<file path="src/rtl/core/uapse_pkg.sv">
package uapse_pkg;

  localparam logic [7:0] DashByte  = 8'h2D;
  localparam logic [7:0] Mask2Lead = 8'hE0;
  localparam logic [7:0] Code2Lead = 8'hC0;
  localparam logic [7:0] Mask3Lead = 8'hF0;
  localparam logic [7:0] Code3Lead = 8'hE0;
  localparam logic [7:0] Mask4Lead = 8'hF8;
  localparam logic [7:0] Code4Lead = 8'hF0;
  localparam logic [7:0] MaskCont  = 8'hC0;
  localparam logic [7:0] CodeCont  = 8'h80;

  // decoder answer for one byte against the open sequence
  typedef struct packed {
    logic [2:0] cnt;       // number of results, 0 to 4
    logic [7:0] fin_byte;  // byte of the final result, dashes before it
    logic [1:0] pc_d;      // next pending count
    logic [2:0] el_d;      // next expected length
  } dec_t;

  // what the result stage loads for one transaction
  typedef struct packed {
    logic [2:0] cnt;
    logic [7:0] fin_byte;
    logic       last;
  } res_t;

  // total length of a sequence opened by b, 0 if b is no lead byte
  function automatic logic [2:0] lead_length(input logic [7:0] b);
    logic [2:0] len;
    len = 3'd0;
    if ((b & Mask2Lead) == Code2Lead) begin
      len = 3'd2;
    end else if ((b & Mask3Lead) == Code3Lead) begin
      len = 3'd3;
    end else if ((b & Mask4Lead) == Code4Lead) begin
      len = 3'd4;
    end
    return len;
  endfunction

endpackage

</file>
<file path="src/rtl/core/uapse_decode.sv">
module uapse_decode (
  input  logic [7:0]     byte_i,
  input  logic           last_i,
  input  logic [1:0]     pc_i,
  input  logic [2:0]     el_i,
  output uapse_pkg::dec_t dec_o
);

  logic       cont;
  logic       alnum;
  logic       fresh;
  logic [2:0] pc1;
  logic [2:0] flush;
  logic [2:0] len;

  always_comb begin
    cont  = (byte_i & uapse_pkg::MaskCont) == uapse_pkg::CodeCont;
    alnum = byte_i inside {[8'h30:8'h39], [8'h41:8'h5A], [8'h61:8'h7A]};
    pc1   = {1'b0, pc_i} + 3'd1;
    len   = uapse_pkg::lead_length(byte_i);
    fresh = 1'b1;
    flush = 3'd0;
    dec_o.cnt      = 3'd0;
    dec_o.fin_byte = uapse_pkg::DashByte;
    dec_o.pc_d     = 2'd0;
    dec_o.el_d     = 3'd0;

    if (pc_i != 2'd0) begin
      if (cont) begin
        fresh = 1'b0;
        if (pc1 >= el_i) begin
          dec_o.cnt = 3'd1;
        end else if (last_i) begin
          dec_o.cnt = pc1;
        end else begin
          dec_o.pc_d = pc1[1:0];
          dec_o.el_d = el_i;
        end
      end else begin
        flush = {1'b0, pc_i};
      end
    end

    if (fresh) begin
      if (alnum) begin
        dec_o.cnt      = flush + 3'd1;
        dec_o.fin_byte = byte_i;
      end else if (byte_i[7] == 1'b0) begin
        dec_o.cnt = flush + 3'd1;
      end else if (len != 3'd0 && !last_i) begin
        // lead byte opens a sequence, only held bytes drain now
        dec_o.cnt  = flush;
        dec_o.pc_d = 2'd1;
        dec_o.el_d = len;
      end else begin
        dec_o.cnt = flush + 3'd1;
      end
    end
  end

endmodule

</file>
<file path="src/rtl/core/uapse_drain.sv">
module uapse_drain (
  input  logic            clk_i,
  input  logic            rst_ni,
  input  logic            load_en_i,
  input  uapse_pkg::res_t load_i,
  input  logic            out_ready_i,
  output logic            free_o,
  output logic            out_valid_o,
  output logic [7:0]      out_byte_o,
  output logic            run_last_o,
  output logic            name_end_o
);

  logic       valid_q, valid_d;
  logic [2:0] rem_q, rem_d;
  logic [7:0] fin_q;
  logic       last_q;
  logic       final_one;

  assign final_one = rem_q == 3'd1;
  assign free_o    = !valid_q || (out_ready_i && final_one);

  always_comb begin
    valid_d = valid_q;
    rem_d   = rem_q;
    if (load_en_i) begin
      valid_d = 1'b1;
      rem_d   = load_i.cnt;
    end else if (valid_q && out_ready_i) begin
      if (final_one) begin
        valid_d = 1'b0;
      end else begin
        rem_d = rem_q - 3'd1;
      end
    end
  end

  always_ff @(posedge clk_i or negedge rst_ni) begin
    if (!rst_ni) begin
      valid_q <= 1'b0;
      rem_q   <= 3'd0;
    end else begin
      valid_q <= valid_d;
      rem_q   <= rem_d;
    end
  end

  always_ff @(posedge clk_i) begin
    if (load_en_i) begin
      fin_q  <= load_i.fin_byte;
      last_q <= load_i.last;
    end
  end

  assign out_valid_o = valid_q;
  assign out_byte_o  = final_one ? fin_q : uapse_pkg::DashByte;
  assign run_last_o  = final_one;
  assign name_end_o  = final_one && last_q;

endmodule

</file>
<file path="src/rtl/core/utf8_aware_path_slug_encoder.sv">
// an accepted byte passes the input register and then the result register before its first result appears
// throughput: one input byte per cycle while each byte gives at most one result and out_ready_i is high
// a byte that gives k results (k up to 4) holds the result register until all k are taken
// reset: rst_ni low clears the input and result valid flags and the open sequence state
module utf8_aware_path_slug_encoder (
  input  logic       clk_i,
  input  logic       rst_ni,
  input  logic       in_valid_i,
  output logic       in_ready_o,
  input  logic [7:0] in_byte_i,
  input  logic       in_last_i,
  output logic       out_valid_o,
  input  logic       out_ready_i,
  output logic [7:0] out_byte_o,
  output logic       run_last_o,
  output logic       name_end_o
);

  // input register
  logic       in_valid_q, in_valid_d;
  logic [7:0] in_byte_q;
  logic       in_last_q;

  // open sequence state: held byte count and total length
  logic [1:0] pc_q, pc_d;
  logic [2:0] el_q, el_d;

  uapse_pkg::dec_t dec;
  uapse_pkg::res_t res;
  logic            res_free;
  logic            adv;
  logic            load_en;

  uapse_decode u_decode (
    .byte_i (in_byte_q),
    .last_i (in_last_q),
    .pc_i   (pc_q),
    .el_i   (el_q),
    .dec_o  (dec)
  );

  // a byte that gives no result only moves the state, so it never waits
  assign adv        = in_valid_q && ((dec.cnt == 3'd0) || res_free);
  assign load_en    = adv && (dec.cnt != 3'd0);
  assign in_ready_o = !in_valid_q || adv;

  assign res.cnt      = dec.cnt;
  assign res.fin_byte = dec.fin_byte;
  assign res.last     = in_last_q;

  always_comb begin
    in_valid_d = in_valid_q;
    pc_d       = pc_q;
    el_d       = el_q;
    if (adv) begin
      in_valid_d = 1'b0;
      pc_d       = dec.pc_d;
      el_d       = dec.el_d;
    end
    if (in_valid_i && in_ready_o) begin
      in_valid_d = 1'b1;
    end
  end

  always_ff @(posedge clk_i or negedge rst_ni) begin
    if (!rst_ni) begin
      in_valid_q <= 1'b0;
      pc_q       <= 2'd0;
      el_q       <= 3'd0;
    end else begin
      in_valid_q <= in_valid_d;
      pc_q       <= pc_d;
      el_q       <= el_d;
    end
  end

  // payload capture on each accepted transaction
  always_ff @(posedge clk_i) begin
    if (in_valid_i && in_ready_o) begin
      in_byte_q <= in_byte_i;
      in_last_q <= in_last_i;
    end
  end

  uapse_drain u_drain (
    .clk_i       (clk_i),
    .rst_ni      (rst_ni),
    .load_en_i   (load_en),
    .load_i      (res),
    .out_ready_i (out_ready_i),
    .free_o      (res_free),
    .out_valid_o (out_valid_o),
    .out_byte_o  (out_byte_o),
    .run_last_o  (run_last_o),
    .name_end_o  (name_end_o)
  );

  // the end of a path always closes any open sequence
  a_path_end_clears: assert property (@(posedge clk_i) disable iff (!rst_ni)
    (adv && in_last_q) |=> (pc_q == 2'd0 && el_q == 3'd0))
    else $error("state not cleared after last byte");

  // an open sequence has fewer held bytes than its length, and a length of 2 to 4
  a_state_consistent: assert property (@(posedge clk_i) disable iff (!rst_ni)
    (pc_q != 2'd0) |-> ({1'b0, pc_q} < el_q && el_q >= 3'd2 && el_q <= 3'd4))
    else $error("inconsistent sequence state");

  // no open sequence means no expected length
  a_idle_state: assert property (@(posedge clk_i) disable iff (!rst_ni)
    (pc_q == 2'd0) |-> (el_q == 3'd0))
    else $error("expected length without open sequence");

endmodule
</file>
<file path="config.mk">
export PLATFORM = sky130hd
export DESIGN_NAME = utf8_aware_path_slug_encoder
export DESIGN_NICKNAME = d
export VERILOG_FILES = /design/src/rtl/core/uapse_pkg.sv /design/src/rtl/core/uapse_decode.sv /design/src/rtl/core/uapse_drain.sv /design/src/rtl/core/utf8_aware_path_slug_encoder.sv
export SDC_FILE = /design/constraint.sdc
export NUM_CORES = 1
export LEC_CHECK = 0
export ABC_CLOCK_PERIOD_IN_PS = 4150
export BUFFER_PORTS_ARGS = -buffer_cell sky130_fd_sc_hd__buf_2
export CORE_MARGIN = 5
export CORE_UTILIZATION = 35
export CTS_BUF_LIST = sky130_fd_sc_hd__clkbuf_4
export DETAILED_ROUTE_END_ITERATION = 7
export PLACE_DENSITY = 0.56
export SLEW_MARGIN = 20
export SYNTH_ARGS = -nofsm -noshare
export SYNTH_HDL_FRONTEND = slang
export SYNTH_SLANG_ARGS = --single-unit
</file>
<file path="constraint.sdc">
create_clock -name clk_i -period 4.15 [get_ports clk_i]
set_clock_uncertainty 0.2 [all_clocks]
set_input_delay 0.6225 -clock clk_i [delete_from_list [all_inputs] [get_ports clk_i]]
set_output_delay 0.6225 -clock clk_i [all_outputs]
set_load 0.05 [all_outputs]
</file>
## Word level (Yosys, flattened, before mapping)

Index checks and enable logic that the tools add are counted.

| word-level totals | value |
|---|---|
| bits in registers | 28 |
| input bits | 13 |
| output and inout bits | 12 |
| word-level logic and storage cells | 84 |

| operators by class | value |
|---|---|
| $add $sub $neg | 3 |
| magnitude comparators | 7 |
| equality and inequality tests | 6 |
| multiplexer cells | 32 |
| reductions and logical operators | 27 |

Operators with widths:

| kind | count |
|---|---|
| $mux 3 | 14 |
| $mux 5 | 7 |
| $ge 8x7->1 const B | 2 |
| $le 8x7->1 const B | 2 |
| $mux 16 | 1 |
| $mux 8 | 2 |
| $logic_and 1x1->1 | 10 |
| $reduce_bool 3->1 | 3 |
| $ge 8x6->1 const B | 1 |
| $le 8x6->1 const B | 1 |
| $reduce_bool 2->1 | 4 |
| $mux 1 | 7 |
| $reduce_and 2->1 | 3 |
| $eq 5x5->1 const B | 1 |
| $eq 4x4->1 const B | 1 |
| $add 2x1->3 const B | 1 |
| $add 3x1->3 const B | 1 |
| $eq 3x1->1 const B | 1 |
| $eq 3x3->1 const B | 1 |
| $ge 3x3->1 | 1 |
| $logic_not 1->1 | 3 |
| $logic_not 3->1 | 1 |
| $logic_or 1x1->1 | 3 |
| $sub 3x1->3 const B | 1 |
| other kinds (3) | 3 |

## Depth between registers and ports, before layout

| logic depth | value |
|---|---|
| word-level depth | 16 |
| depth in mapped cells | 10 |
| gate-level depth less buffers | 10 |

## Hierarchy

From an unflattened synthesis, not the netlist that was laid out.

| second synthesis, totals | value |
|---|---|
| cells, all modules | 133 |
| area total of the unflattened synthesis | 1,557.7 µm² |

By module, submodules not included:

| module | instances | cells each | area each (µm²) | sequential area each (µm²) |
|---|---|---|---|---|
| uapse_drain | 1 | 44 | 566.8 | 370.4 |
| utf8_aware_path_slug_encoder | 1 | 27 | 555.5 | 420.4 |
| uapse_decode | 1 | 62 | 435.4 | 0.0 |

## Worst setup path after synthesis

Ideal clock, no wire load.

| timing | value |
|---|---|
| path type | register -> output |
| from | reg pc_q[0] |
| to | out in_ready_o |
| data arrival time | 2,261 ps |
| required time | 3,327 ps |
| path slack | 1,067 ps |
| cell stages (with the launch flop) | 11 |
| buffers on the path | 0 |
| cells stage by stage | dfrtp_1 -> inv_1 -> ha_1 -> nand2b_1 -> nor2_1 -> ha_1 -> a22oi_1 -> o22ai_1 -> nor4_4 -> nor3_1 -> inv_1 |

| on the way | value |
|---|---|
| longest elaborated chain between the ends | 11 |
| elaborated cells between the ends (all ways) | 19 |
| those cells by class | add/sub (2); order compare (1); mux (11); reduce/logical (5) |

Ends and longest elaborated chain:

| element | RTL line | RTL |
|---|---|---|
| from (decl) | utf8_aware_path_slug_encoder.sv:25 | `logic [1:0] pc_q, pc_d;` |
| from (signal assigned) | utf8_aware_path_slug_encoder.sv:72 | `pc_q <= pc_d;` |
| $mux 2 or $reduce_bool 2->1 (tied branches) | uapse_decode.sv:29, uapse_decode.sv:28 |  |
| $mux 3 | uapse_decode.sv:28 | `if (pc_i != 2'd0) begin` |
| $add 3x1->3 | uapse_decode.sv:46, uapse_decode.sv:49, uapse_decode.sv:56 |  |
| $mux 3 | uapse_decode.sv:50 | `end else if (len != 3'd0 && !last_i) begin` |
| $mux 3 | uapse_decode.sv:48 | `end else if (byte_i[7] == 1'b0) begin` |
| $mux 3 | uapse_decode.sv:45 | `if (alnum) begin` |
| $mux 16 (*) | uapse_decode.sv:44 | `if (fresh) begin` |
| $logic_not 3->1 (*) | utf8_aware_path_slug_encoder.sv:43 | `assign adv = in_valid_q && ((dec.cnt == 3'd0) \|\| res_free);` |
| $logic_or 1x1->1 (*) | utf8_aware_path_slug_encoder.sv:43 |  |
| $logic_and 1x1->1 (*) | utf8_aware_path_slug_encoder.sv:43 |  |
| $logic_or 1x1->1 (*) | utf8_aware_path_slug_encoder.sv:45 | `assign in_ready_o = !in_valid_q \|\| adv;` |
| to (decl) | utf8_aware_path_slug_encoder.sv:9 | `output logic in_ready_o,` |

Mark *: on every way between the ends. The rest lies on a longest branch, timed or not.

## Final worst setup path

Same ends and word-level chain as after synthesis.

==> impl_metrics.json <==
{
  "status": "complete, no violations",
  "grt_pass1_vias": 1106,
  "initialDrtViolationCount": 46,
  "drive_gt1_share_pct": 25.30,
  "hp-start": "in_byte_i[7]",
  "h-tree-depth": 1,
  "diodes": 0,
  "ys_ff_latch": 28,
  "wl_per_cell_um": 13.72,
  "ys_warn_count": 0,
  "floorplan.initialDensity_pct": 35.75,
  "post-route-period-util_pct": 89.43,
  "cts_resized": 0,
  "synth_area_leaders": "edfxtp_1 (35%), dfrtp_1 (16%), ha_1 (6.5%)",
  "coreArea_um2": 4294,
  "power_density_nw_per_um2": 676.8,
  "crit_path_max_incr_delay_ns": 0.49,
  "crit_slowest_cell": "dfrtp_1",
  "die_w_um": 76.23,
  "synth_cell_types": 43,
  "whs_ns": 0.2463,
  "arrival_ns": 2.89,
  "cts_buffers": 3,
  "wl_mm": 2.991,
  "required_ns": 3.33,
  "drc": 0,
  "r2r_cells": 8,
  "ctsRootBufferMaster": "clkbuf_4",
  "yosys.area.top_type": "edfxtp_1",
  "holdCritPathClass": "primary input to flip-flop",
  "netlist_area_um2": 1535,
  "design_area_um2": 1787,
  "grt_pass1_wl_mm": 5.092,
  "final_common_cell": "buf_2",
  "critical_path_peak_fanout": 7,
  "cp_cell_sequence": "inv_1, ha_1, nand2b_1, nor2_1, ha_1, a22oi_1, o22ai_1, nor4_4, nor3_1, inv_1, buf_2",
  "cts_tree": "done",
  "setup_viol": 0,
  "rsz0062_at_grt": "no",
  "worst_hold_path.num_cells": 1,
  "syn_area_per_cell_um2": 11.21,
  "leakage_nw": 0.7216,
  "clk_pin_slew_ns": 0.16,
  "synth_cells": 137,
  "cts_sinks": 28,
  "critPathTopFamily": "simple AND/OR/NAND/NOR gates",
  "reg2reg_from": "pc_q[0]",
  "holdPathEnd": "in_byte_q[7]",
  "synth_top_area_share_pct": 35.21,
  "vias": 1062,
  "synth_seq_area_share_pct": 51.51,
  "rrSetupSlack_ns": 0.96,
  "vias_per_cell": 4.872,
  "grt_overflow": 0,
  "startpoint_type": "flip-flop",
  "place_area_um2": 1724,
  "max_freq_mhz": 269.5,
  "antenna_found_initial": 0,
  "clkLatencyLatePin_ns": 0.34,
  "maxCapViolations": 0,
  "gp_congestion": 0.7771,
  "ant_nets": 0,
  "fp.dieH_um": 76.23,
  "path_class": "flip-flop to primary output",
  "tightestPinTransition_ns": 0.8317,
  "final_cell_mix": "buf_2 (24), edfxtp_1 (18), nand2_1 (13)",
  "rows": 24,
  "cp-end-kind": "primary output",
  "slew_headroom_pct": 44.35,
  "maxSlewViolCount": 0,
  "synth_nets": 158,
  "crit_cells": 11,
  "hold_violations": 0,
  "io-pin-count": 25,
  "final_nets": 188,
  "grt_max_degree": 17,
  "track_usage_pct": 10.55,
  "die-area_um2": 5811,
  "place_hpwl_mm": 2.339,
  "port_buffers": 24,
  "crit_buf_inv": 3,
  "period_minus_slack_ns": 3.711,
  "firstDrtPassIters": 4,
  "vdd_drop_max_uv": 184.3,
  "area_delta_synth_final_pct": 16.38,
  "reg2reg_to": "u_drain.fin_q[2]",
  "clock_path_buffers": 2,
  "tns_ns": 0
}
[synth_stat cells (all sizes together)]
master	count
a2111o	1
a211oi	1
a21o	1
a21oi	4
a22o	2
a22oi	1
a32o	1
and2	9
and2b	1
and3	2
and3b	1
and4bb	1
clkbuf	1
conb	1
dfrtp	10
edfxtp	18
ha	8
inv	9
mux2	2
nand2	14
nand2b	9
nand3	1
nand3b	1
nor2	7
nor2b	4
nor3	3
nor3b	1
nor4	2
o211ai	4
o21a	1
o21ai	7
o22ai	2
o311a	1
o31ai	1
or2	1
or3	1
or3b	1
or4	1
xor2	1
[worst max-delay path by stage]
stage                       start          to  slack (ns)
after global routing      pc_q[0]  in_ready_o        0.20
after floorplan           pc_q[0]  in_ready_o        1.07
after detailed placement  pc_q[0]  in_ready_o        0.83
after CTS                 pc_q[0]  in_ready_o        0.43
final                     pc_q[0]  in_ready_o        0.44
after global placement    pc_q[0]  in_ready_o        0.94
[metrics by stage]
stage | power, mW | std cells | setup slack [ns] | utilization (%)
2_1_floorplan | 0.8993 | 137 | 1.067 | -
3_3_place_gp | 1.022 | 213 | 0.9421 | 40.15
3_5_place_dp | 1.038 | 213 | 0.8323 | 40.15
4_1_cts | 1.223 | 218 | 0.4310 | 41.61
5_1_grt | 1.300 | 218 | 0.2025 | 41.61
6_report | 1.209 | 218 | 0.4388 | 41.61
[routing by layer]
| layer | track usage [%] | part of all wire, % |
|---|---|---|
| met3 | 2.246 | 3.9 |
| met1 | 14.15 | 48 |
| met4 | 4.196 | 2.1 |
| met5 | 0 | 0 |
| met2 | 16.52 | 46 |
[area by class of cell]
cell class | instances | area (um^2)
inverter | 9 | 33.78
multi-input combinational | 99 | 706.9
sequential | 28 | 790.8
fill | 416 | 2507
clock buffer | 3 | 22.52
clock inverter | 1 | 30.03
tap | 52 | 65.06
timing repair buffer | 26 | 137.6
[flip-flops by register name (all words and copies together) (netlist names)]
register,count
el_q,3
in_byte_q,8
in_last_q,1
in_valid_q,1
pc_q,2
u_drain.fin_q,8
u_drain.last_q,1
u_drain.out_valid_o,1
u_drain.rem_q,3
[worst register-to-register path, delay by kind of cell, from the launching register on]
kind	cells	cell delay, ns
flops	1	0.49
compound gates	1	0.32
buf+inv	1	0.09
simple gates	4	1.12
fa+ha+maj	2	0.61
[report_power, final]
group | leakage [nW] | switching [mW] | internal, mW
logic | 0.409 | 0.370 | 0.193
clock network | 0.0279 | 0.0855 | 0.0978
registers | 0.285 | 0.0649 | 0.398
total | 0.722 | 0.521 | 0.688
[kinds of logic after synthesis]
| logic type | Yosys count | synth area share, % |
|---|---|---|
| compound gates | 27 | 13.20 |
| xor+xnor | 1 | 0.5706 |
| fa+ha+maj | 8 | 6.520 |
| buf+inv | 10 | 2.445 |
| flops | 28 | 51.51 |
| mux | 2 | 1.956 |
| other cells | 1 | 0.2443 |
| simple gates | 60 | 23.55 |
[timing repair]
item | in CTS | in global routing
setup buffers | 0 | 0
endpoints found under the hold margin | 10 | 0
hold buffers | 1 | 0
Power figures use the tool's default switching activity.
